--- config.mk ---
export PLATFORM = sky130hd
export DESIGN_NAME = alpha_premultiply_unit
export DESIGN_NICKNAME = d
export VERILOG_FILES = /design/src/sv/apu_pkg.sv /design/src/sv/alpha_premultiply_unit.sv /design/src/sv/apu_prep.sv /design/src/sv/apu_div_stage.sv /design/src/sv/apu_finish.sv
export VERILOG_INCLUDE_DIRS = /design/src /design/src/sv
export SDC_FILE = /design/constraint.sdc
export NUM_CORES = 2
export LEC_CHECK = 0
export ABC_CLOCK_PERIOD_IN_PS = 11400
export BUFFER_PORTS_ARGS = -buffer_cell sky130_fd_sc_hd__buf_2
export CORE_AREA = 8 8 341 277
export CTS_CLUSTER_SIZE = 40
export DETAILED_ROUTE_END_ITERATION = 8
export DIE_AREA = 0 0 349 285
export GPL_ROUTABILITY_DRIVEN = 0
export PLACE_DENSITY_LB_ADDON = 0.25
export SLEW_MARGIN = 0
export SYNTH_ARGS = -nofsm -noshare
export SYNTH_HDL_FRONTEND = slang
export SYNTH_SLANG_ARGS = --single-unit
export TNS_END_PERCENT = 20
--- constraint.sdc ---
create_clock -name clock -period 11.4 [get_ports clock]
set_clock_uncertainty 0.1 [all_clocks]
set_input_delay 2.28 -clock clock [delete_from_list [all_inputs] [get_ports clock]]
set_output_delay 2.28 -clock clock [all_outputs]
set_load 0.02 [all_outputs]
--- src/sv/alpha_premultiply_unit_defines.svh ---
// ---------------------------------------------------------------------------
// alpha premultiply unit assertion macros
// concurrent assertion wrappers, compiled out when ASSERT_OFF is defined
// ---------------------------------------------------------------------------
`ifndef ALPHA_PREMULTIPLY_UNIT_DEFINES_SVH
`define ALPHA_PREMULTIPLY_UNIT_DEFINES_SVH

`ifndef ASSERT_OFF
`define APU_ASSERT_IMPLIES(label, clk, rst, lhs, rhs) \
   label: assert property (@(posedge clk) disable iff (rst) (lhs) |-> (rhs)) \
      else $error("assertion failed: same-cycle implication");
`define APU_ASSERT_NEXT(label, clk, rst, lhs, rhs) \
   label: assert property (@(posedge clk) disable iff (rst) (lhs) |=> (rhs)) \
      else $error("assertion failed: next-cycle implication");
`else
`define APU_ASSERT_IMPLIES(label, clk, rst, lhs, rhs)
`define APU_ASSERT_NEXT(label, clk, rst, lhs, rhs)
`endif

`endif

--- src/sv/apu_pkg.sv ---
// ---------------------------------------------------------------------------
// apu package
// shared types and constants of the alpha premultiply unit
// ---------------------------------------------------------------------------
`timescale 1ns / 1ps

package apu_pkg;

   localparam int unsigned CHANNELS = 3;
   localparam int unsigned QUO_BITS = 8;

   localparam logic [7:0] FULL_SCALE = 8'd255;

   localparam logic CSR_DIRECTION = 1'b0;
   localparam logic CSR_SURFACE   = 1'b1;

   localparam logic DIR_PREMULTIPLY   = 1'b0;
   localparam logic DIR_UNPREMULTIPLY = 1'b1;

   typedef struct packed {
      logic [CHANNELS-1:0][7:0] rem;
      logic [CHANNELS-1:0][7:0] low;
      logic [CHANNELS-1:0][7:0] quo;
      logic [7:0]               divisor;
      logic [CHANNELS-1:0][7:0] color;
      logic [7:0]               alpha;
      logic                     last;
      logic                     bypass;
      logic [CHANNELS-1:0]      sat;
      logic                     na;
   } work_type;

endpackage

--- src/sv/alpha_premultiply_unit.sv ---
// ---------------------------------------------------------------------------
// alpha premultiply unit
// premultiplies or unpremultiplies one 8-bit pixel per transaction
// ---------------------------------------------------------------------------
//  channel  direction  handshake             payload
//  req      in         req_valid/req_stall   three colour bytes, alpha, last
//  rsp      out        rsp_valid/rsp_stall   three colours, alpha, last, flags
//  csr      in         csr_write             csr_index, csr_data
//
//  one transaction per clock while rsp does not stall; stages: multiply stage,
//  eight restoring divider stages (one quotient bit each), output register
//  every stage holds its transaction while the next one is full and stalled
//  req_stall rises only when all ten stages hold a transaction and rsp stalls
//  reset clears the stage valid bits and sets direction 0, surface argb32 1
// ---------------------------------------------------------------------------
`timescale 1ns / 1ps
`include "alpha_premultiply_unit_defines.svh"

module alpha_premultiply_unit (
   input  logic       clock,
   input  logic       reset,
   input  logic       req_valid,
   output logic       req_stall,
   input  logic [7:0] req_chan_zero,
   input  logic [7:0] req_chan_one,
   input  logic [7:0] req_chan_two,
   input  logic [7:0] req_alpha_in,
   input  logic       req_last_pixel,
   output logic       rsp_valid,
   input  logic       rsp_stall,
   output logic [7:0] rsp_res_zero,
   output logic [7:0] rsp_res_one,
   output logic [7:0] rsp_res_two,
   output logic [7:0] rsp_alpha_out,
   output logic       rsp_last_out,
   output logic       rsp_clipped,
   output logic       rsp_not_applied,
   input  logic       csr_write,
   input  logic       csr_index,
   input  logic       csr_data
);

   logic direction_ff;
   logic direction_in;
   logic surface_ff;
   logic surface_in;
   logic prep_ready;

   apu_pkg::work_type stage_data  [apu_pkg::QUO_BITS+1];
   logic              stage_valid [apu_pkg::QUO_BITS+1];
   logic              stage_ready [apu_pkg::QUO_BITS+1];

   // configuration registers
   always_comb begin
      direction_in = direction_ff;
      surface_in   = surface_ff;
      if (csr_write) begin
         case (csr_index)
            apu_pkg::CSR_DIRECTION: direction_in = csr_data;
            apu_pkg::CSR_SURFACE:   surface_in   = csr_data;
            default: begin
               direction_in = direction_ff;
               surface_in   = surface_ff;
            end
         endcase
      end
   end

   always_ff @(posedge clock) begin
      if (reset) begin
         direction_ff <= apu_pkg::DIR_PREMULTIPLY;
         surface_ff   <= 1'b1;
      end else begin
         direction_ff <= direction_in;
         surface_ff   <= surface_in;
      end
   end

   apu_prep u_prep (
      .clock             (clock),
      .reset             (reset),
      .in_valid          (req_valid),
      .in_ready          (prep_ready),
      .chan_zero         (req_chan_zero),
      .chan_one          (req_chan_one),
      .chan_two          (req_chan_two),
      .alpha_in          (req_alpha_in),
      .last_pixel        (req_last_pixel),
      .direction         (direction_ff),
      .surface_is_argb32 (surface_ff),
      .out_valid         (stage_valid[0]),
      .out_ready         (stage_ready[0]),
      .out_data          (stage_data[0])
   );

   assign req_stall = !prep_ready;

   for (genvar k = 0; k < apu_pkg::QUO_BITS; k++) begin : g_div
      apu_div_stage u_div (
         .clock     (clock),
         .reset     (reset),
         .in_valid  (stage_valid[k]),
         .in_ready  (stage_ready[k]),
         .in_data   (stage_data[k]),
         .out_valid (stage_valid[k+1]),
         .out_ready (stage_ready[k+1]),
         .out_data  (stage_data[k+1])
      );
   end

   apu_finish u_finish (
      .clock       (clock),
      .reset       (reset),
      .in_valid    (stage_valid[apu_pkg::QUO_BITS]),
      .in_ready    (stage_ready[apu_pkg::QUO_BITS]),
      .in_data     (stage_data[apu_pkg::QUO_BITS]),
      .out_valid   (rsp_valid),
      .out_stall   (rsp_stall),
      .res_zero    (rsp_res_zero),
      .res_one     (rsp_res_one),
      .res_two     (rsp_res_two),
      .alpha_out   (rsp_alpha_out),
      .last_out    (rsp_last_out),
      .clipped     (rsp_clipped),
      .not_applied (rsp_not_applied)
   );

   // assertions
   `APU_ASSERT_IMPLIES(a_stall_only_when_full, clock, reset, req_stall, rsp_valid && rsp_stall)
   `APU_ASSERT_IMPLIES(a_clip_excludes_na, clock, reset,
      rsp_valid && rsp_clipped, !rsp_not_applied)
   `APU_ASSERT_IMPLIES(a_clip_saturates, clock, reset, rsp_valid && rsp_clipped,
      (rsp_res_zero == 8'hFF) || (rsp_res_one == 8'hFF) || (rsp_res_two == 8'hFF))
   `APU_ASSERT_NEXT(a_rsp_held, clock, reset, rsp_valid && rsp_stall,
      rsp_valid && $stable(rsp_res_zero) && $stable(rsp_alpha_out))

endmodule

--- src/sv/apu_prep.sv ---
// ---------------------------------------------------------------------------
// apu prep stage
// forms the dividend per channel and the shared divisor, decodes bypass and saturation
// ---------------------------------------------------------------------------
`timescale 1ns / 1ps

module apu_prep (
   input  logic              clock,
   input  logic              reset,
   input  logic              in_valid,
   output logic              in_ready,
   input  logic [7:0]        chan_zero,
   input  logic [7:0]        chan_one,
   input  logic [7:0]        chan_two,
   input  logic [7:0]        alpha_in,
   input  logic              last_pixel,
   input  logic              direction,
   input  logic              surface_is_argb32,
   output logic              out_valid,
   input  logic              out_ready,
   output apu_pkg::work_type out_data
);

   logic              valid_ff;
   logic              valid_in;
   apu_pkg::work_type data_ff;
   apu_pkg::work_type data_in;

   logic [apu_pkg::CHANNELS-1:0][7:0] colors;
   logic [7:0]  mult;
   logic [15:0] prod [apu_pkg::CHANNELS];
   logic        unpre;

   assign colors = {chan_two, chan_one, chan_zero};
   assign unpre  = surface_is_argb32 && (direction == apu_pkg::DIR_UNPREMULTIPLY);
   assign mult   = (direction == apu_pkg::DIR_UNPREMULTIPLY) ? apu_pkg::FULL_SCALE : alpha_in;

   always_comb begin
      data_in.divisor = (direction == apu_pkg::DIR_UNPREMULTIPLY) ? alpha_in
                                                                  : apu_pkg::FULL_SCALE;
      data_in.color   = colors;
      data_in.alpha   = alpha_in;
      data_in.last    = last_pixel;
      data_in.na      = !surface_is_argb32;
      data_in.bypass  = !surface_is_argb32 || (unpre && (alpha_in == 8'd0));
      for (int i = 0; i < apu_pkg::CHANNELS; i++) begin
         prod[i]            = 16'(colors[i]) * 16'(mult);
         data_in.rem[i]     = prod[i][15:8];
         data_in.low[i]     = prod[i][7:0];
         data_in.quo[i]     = 8'd0;
         data_in.sat[i]     = unpre && (alpha_in != 8'd0) && (colors[i] > alpha_in);
      end
   end

   assign in_ready = !valid_ff || out_ready;
   assign valid_in = in_ready ? in_valid : valid_ff;

   always_ff @(posedge clock) begin
      if (reset) begin
         valid_ff <= 1'b0;
      end else begin
         valid_ff <= valid_in;
      end
   end

   always_ff @(posedge clock) begin
      if (in_ready && in_valid) begin
         data_ff <= data_in;
      end
   end

   assign out_valid = valid_ff;
   assign out_data  = data_ff;

endmodule

--- src/sv/apu_div_stage.sv ---
// ---------------------------------------------------------------------------
// apu divider stage
// one restoring division step per channel, one quotient bit per stage
// ---------------------------------------------------------------------------
`timescale 1ns / 1ps

module apu_div_stage (
   input  logic              clock,
   input  logic              reset,
   input  logic              in_valid,
   output logic              in_ready,
   input  apu_pkg::work_type in_data,
   output logic              out_valid,
   input  logic              out_ready,
   output apu_pkg::work_type out_data
);

   logic              valid_ff;
   logic              valid_in;
   apu_pkg::work_type data_ff;
   apu_pkg::work_type data_in;

   logic [8:0] trial [apu_pkg::CHANNELS];
   logic [8:0] diff  [apu_pkg::CHANNELS];
   logic       qbit  [apu_pkg::CHANNELS];

   always_comb begin
      data_in = in_data;
      for (int i = 0; i < apu_pkg::CHANNELS; i++) begin
         trial[i]       = {in_data.rem[i], in_data.low[i][7]};
         diff[i]        = trial[i] - {1'b0, in_data.divisor};
         qbit[i]        = (trial[i] >= {1'b0, in_data.divisor});
         data_in.rem[i] = qbit[i] ? diff[i][7:0] : trial[i][7:0];
         data_in.low[i] = {in_data.low[i][6:0], 1'b0};
         data_in.quo[i] = {in_data.quo[i][6:0], qbit[i]};
      end
   end

   assign in_ready = !valid_ff || out_ready;
   assign valid_in = in_ready ? in_valid : valid_ff;

   always_ff @(posedge clock) begin
      if (reset) begin
         valid_ff <= 1'b0;
      end else begin
         valid_ff <= valid_in;
      end
   end

   always_ff @(posedge clock) begin
      if (in_ready && in_valid) begin
         data_ff <= data_in;
      end
   end

   assign out_valid = valid_ff;
   assign out_data  = data_ff;

endmodule

--- src/sv/apu_finish.sv ---
// ---------------------------------------------------------------------------
// apu finish stage
// picks quotient, saturated or bypassed colour and registers the transaction
// ---------------------------------------------------------------------------
`timescale 1ns / 1ps

module apu_finish (
   input  logic              clock,
   input  logic              reset,
   input  logic              in_valid,
   output logic              in_ready,
   input  apu_pkg::work_type in_data,
   output logic              out_valid,
   input  logic              out_stall,
   output logic [7:0]        res_zero,
   output logic [7:0]        res_one,
   output logic [7:0]        res_two,
   output logic [7:0]        alpha_out,
   output logic              last_out,
   output logic              clipped,
   output logic              not_applied
);

   logic        valid_ff;
   logic        valid_in;
   logic [apu_pkg::CHANNELS-1:0][7:0] res_ff;
   logic [apu_pkg::CHANNELS-1:0][7:0] res_in;
   logic [7:0]  alpha_ff;
   logic        last_ff;
   logic        clipped_ff;
   logic        na_ff;

   always_comb begin
      for (int i = 0; i < apu_pkg::CHANNELS; i++) begin
         if (in_data.bypass) begin
            res_in[i] = in_data.color[i];
         end else if (in_data.sat[i]) begin
            res_in[i] = apu_pkg::FULL_SCALE;
         end else begin
            res_in[i] = in_data.quo[i];
         end
      end
   end

   assign in_ready = !valid_ff || !out_stall;
   assign valid_in = in_ready ? in_valid : valid_ff;

   always_ff @(posedge clock) begin
      if (reset) begin
         valid_ff <= 1'b0;
      end else begin
         valid_ff <= valid_in;
      end
   end

   always_ff @(posedge clock) begin
      if (in_ready && in_valid) begin
         res_ff     <= res_in;
         alpha_ff   <= in_data.alpha;
         last_ff    <= in_data.last;
         clipped_ff <= (|in_data.sat) && !in_data.bypass;
         na_ff      <= in_data.na;
      end
   end

   assign out_valid   = valid_ff;
   assign res_zero    = res_ff[0];
   assign res_one     = res_ff[1];
   assign res_two     = res_ff[2];
   assign alpha_out   = alpha_ff;
   assign last_out    = last_ff;
   assign clipped     = clipped_ff;
   assign not_applied = na_ff;

endmodule

# Word-level counts from Yosys, hierarchy flattened
# Cells that the tools add are included.
op_classes:
  add_sub_neg: 21
  mul: 3
  n_div: 0
  order_cmp: 27
  eq_ne: 0
  shifts: 0
  n_mux: 28
  bitwise: 1
  n_reduce_logical: 47
ops:
  columns: ["cell", "count"]
  rows:
  - ["8-bit two-way mux", 28]
  - ["9-bit by 8-bit greater-or-equal comparator with 1-bit output", 24]
  - ["8-bit subtractor", 21]
  - ["8-bit by 8-bit multiplier with 16-bit output", 3]
  - ["8-bit > comparator", 3]
  - ["1-bit logical AND", 17]
  - ["1-bit logical NOT", 14]
  - ["1-bit logical OR", 11]
  - ["8-bit logical NOT", 1]
  - ["8-bit nonzero test", 1]
  - ["2-bit AND reduction", 2]
  - ["3-bit OR reduction", 1]
  - ["1-bit inverter", 1]
totals:
  regBits: 861
  latchBits: 0
  ram_bits: 0
  mem_bits_ro: 0
  inputBits: 40
  out_inout_bits: 37
  elab_cells: 298
  memories: 0

# Longest topological paths before layout
logic_depth:
  depth_word: 12
  depth_mapped: 18
  ltp_nobuf: 16

# Cells and area by module
# A second synthesis with hierarchy kept.
hier_totals:
  cells_unflattened: 3532
  area_unflattened_um2: 51884.8
by_module_without_submodules:
  columns: ["mod", "instances", "cells_each", "area_each_um2", "seq_area_each_um2"]
  rows:
  - ["apu_div_stage (g_div[0].u_div ...)", 7, 307, 5074.9, 3473.3]
  - ["apu_prep", 1, 957, 9954.5, 2842.7]
  - ["apu_div_stage (g_div[5].u_div)", 1, 295, 4868.4, 3473.3]
  - ["apu_finish", 1, 122, 1447.6, 1071.0]
  - ["alpha_premultiply_unit", 1, 9, 90.1, 40.0]

# Worst setup path after synthesis
# OpenSTA, ideal clock, no wires.
synth_path:
  path_kind: "in2reg"
  from: "input rsp_stall"
  to: "register g_div[1].u_div.data_ff (netlist bit g_div[1].u_div.out_data[0]), enable pin"
  setup_time_ns: 0.691
  arrival_time_ns: 9.863
  required_ns: 10.609
  path_slack_ns: 0.747
  cell_stages: 5
  n_path_buf: 1
  path_cell_list: "and4_1 -> and3_1 -> and3_1 -> buf_2 -> a21boi_0"
synth_between:
  elab_chain_cells: 10
synth_rtl:
  columns: ["element", "line", "text"]
  rows:
  - ["start: declaration", "alpha_premultiply_unit.sv:30", "input logic rsp_stall,"]
  - ["1-bit logical NOT", "apu_finish.sv:45", "assign in_ready = !valid_ff || !out_stall;"]
  - ["1-bit logical OR", "apu_finish.sv:45", null]
  - ["1-bit logical OR (7 in a row)", "apu_div_stage.sv:39", "assign in_ready = !valid_ff || out_ready;"]
  - ["1-bit logical AND", "apu_div_stage.sv:51", "if (in_ready && in_valid) begin"]
  - ["end signal: assignment", "apu_div_stage.sv:52", "data_ff <= data_in;"]
  - ["end: declaration", "apu_div_stage.sv:20", "apu_pkg::work_type data_ff;"]
# No other way between the ends.
# A chain may end at the register's enable or synchronous reset.

==> results.ini <==
[pwr]
pwr-share-clk_pct=31.0
p_per_area_mw_per_mm2=170
power.internal_w=0.00599
ir_worst_vdd_uv=165
p_comb_share_pct=22.7
p_leak_nw=18.7
p_sw_w=0.00226
total_power_w=0.00825
sequentialPowerShare_pct=46.2
switching_share_pct=27.4

[global_routing]
gr-total-overflow=0
grt_pass1_wl_mm=136
grt_start_max_net_pins=72
grt_pass1_vias=24200
track_usage_pct=17.2
antenna_found_initial=2

[critical_path]
crit_type=in -> reg
required_ns=11.67
cp-end-kind=flip-flop
worstPathArrival_ns=6.88
cp_max_fo=24
cp-start-kind=input pin

[yosys]
ys_ff_latch=861
postSynth.asyncResetShare_pct=0
synth-main-ff-cell=edfxtp_1
yosys.area.top_type=edfxtp_1
synth_compound_area_share_pct=8.34
syn_inst=3211
synth_mux_area_share_pct=4.77
synth-edff-count=849
synth-simple-area-share_pct=8.82
synth-xor-area-share_pct=0.974
synth_area_leaders=edfxtp_1 58%, ha_1 9.2%, fa_1 5.9%, mux2_4 2.9%, inv_1 2.8%
synth-seq-area-share_pct=58.4
syn_avg_cell_area_sq_um=13.7
synth_top_family_by_area=adder cells
syn_area_sq_mm=0.0441
synth-warning-count=0
syn_nets=3704
synth_top_area_share_pct=57.8
synth_fa_ha_area_share_pct=15.1
ys_types=54

[timing]
worst_pin_slew_ns=0.994
rsz0062_at_grt=false
slew_headroom_pct=33.5
drv_slew=0
hold_ws_ns=0.313
finalSetupTns_ns=0
hold_viol=0
fin_crit_sh_pct=58.0
post-route-min-period_ns=6.61
clock.fmax_ghz=0.151
setup_viol=0

[routing]
wl_mm=86.3
routedWlPerCell_microns=18.8
vias=24900
post-route-drc-count=0
routed_via_density=5.41
ant_nets=0
dr.pass1.iters=7
drt_iter0_drc=1621

[place]
hpwlAfterDp_mm=64.0
io_buffer_count=76

[clock_tree]
cts_max_level=3
clock_path_buffers=3
clockRootBuffer=clkbuf_16
cts_tree=done
post_cts_buffers=0
numCtsBuffers=81
cts_hold_buf=0
clk_latency_ns=0.63
cts_sinks=861
clk_pin_slew_worst_paths_ns=0.06
cts_resized=0

[floorplanning]
initial_core_util_pct=49.7
die_w_microns=349
rows=98
core_sq_mm=0.0887
die_h_microns=285
ios=77
dieArea_sq_mm=0.0995

[cells_and_area]
most-common-layout-cells=849 x edfxtp_1, 334 x inv_1, 324 x ha_1
area_delta_synth_final_pct=9.76
final_util_pct=54.6
final_common_cell=edfxtp_1
drive_gt1_share_pct=9.54
fin_nets=3829
fillers=7226

[run_status]
outcome=complete, no violations

[worst_hold_path]
hold_path_class=reg -> reg

[job]
maxCapViolCount=0

## metal layers
layer | vias up | routed length, microns | track usage, % | share of wire [%]
met5 | - | 0 | 0 | 0
met4 | 0 | 2030 | 4.55 | 2.3
met3 | 141 | 4550 | 2.83 | 5.3
met2 | 560 | 38100 | 25.9 | 44
met1 | 12100 | 41600 | 25.8 | 48
li1 | 12100 | - | - | -
## state kept, by name, indices dropped and copies added, names as in the netlist, 8 cells and up
register,flops
g_div.u_div.out_data,720
u_prep.out_data,94
g_div.u_div.out_valid,8
u_finish.alpha_out,8
u_finish.res_one,8
u_finish.res_two,8
u_finish.res_zero,8
## worst max-delay path, cell delays in order
cell and delay [ns]:
buf_2 0.11, or2_1 0.60, nand2_1 0.19, fa_1 0.54
fa_1 0.56, inv_1 0.06, fa_1 0.53, inv_1 0.06
fa_1 0.54, inv_1 0.05, ha_1 0.34, o21a_1 0.13
o31a_1 0.15, or3_1 0.36, a41o_1 0.25, xor2_1 0.13
## Yosys cell counts (all sizes together) (36+ instances only)
library cell / count
a21oi: 151
fa: 129
o21a: 56
nand4: 51
o31a: 45
o21ai: 178
and2: 47
nor2b: 162
nor2: 240
inv: 334
o311ai: 36
edfxtp: 849
ha: 324
mux2: 105
xnor2: 43
nor3: 36
nand2: 64
mux2i: 60
## cell type report
| cell class | count | area [sq um] | area share (%) |
|---|---|---|---|
| flip-flops and latches | 861 | 25700 | 53.2 |
| diodes | 1 | 2.50 | 0.00517 |
| clock buffers | 97 | 2130 | 4.40 |
| inverters | 337 | 1260 | 2.61 |
| clock inverters | 45 | 410 | 0.848 |
| multi-input cells | 1960 | 16800 | 34.8 |
| repair buffers | 95 | 523 | 1.08 |
| well taps | 1200 | 1500 | 3.10 |
## cells by family (layout without fill, tap and decap cells)
family / after synthesis / count (layout)
flip-flops: 861 / 861
AND/OR/NAND/NOR: 715 / 715
AO/OA/AOI/OAI: 578 / 578
adder cells (fa/ha/maj): 453 / 453
buffers and inverters: 390 / 574
multiplexers: 165 / 165
XOR/XNOR: 49 / 49
other: 0 / 1
## power groups by stage
| stage | clock, W | combinational [W] | sequential (W) |
|---|---|---|---|
| global route | 0.00274 | 0.00212 | 0.00382 |
| detailed placement | 0 | 0.00187 | 0.00388 |
| global placement | 0 | 0.00183 | 0.00388 |
| floorplan | 0 | 0.00148 | 0.00384 |
| finish | 0.00256 | 0.00187 | 0.00381 |
| CTS | 0.00263 | 0.00188 | 0.00382 |
## path summary, 6_finish.rpt
kind                                                            start                                     to  slack (ns)  cells after the start
worst max-delay path                                  req_alpha_in[7]          u_prep.out_data[99]$_DFFE_PP_        4.79                     16
worst min-delay path            g_div[3].u_div.out_data[76]$_DFFE_PP_  g_div[4].u_div.out_data[77]$_DFFE_PP_        0.31                      0
worst max register to register              direction_ff$_SDFFE_PP0P_          u_prep.out_data[99]$_DFFE_PP_        6.04                     16
worst min register to register  g_div[3].u_div.out_data[76]$_DFFE_PP_  g_div[4].u_div.out_data[77]$_DFFE_PP_        0.31                      0
## through the flow
step                setup WS (ns)  instance area, sq um  instances
floorplan                   0.747                 44100       3211
global placement             4.26                 45800       4453
detailed placement           4.15                 45800       4453
CTS                          4.82                 48400       4595
global route                 4.54                 48400       4596
finish                       4.79                 48400       4596
(Power assumes the default switching activity.)
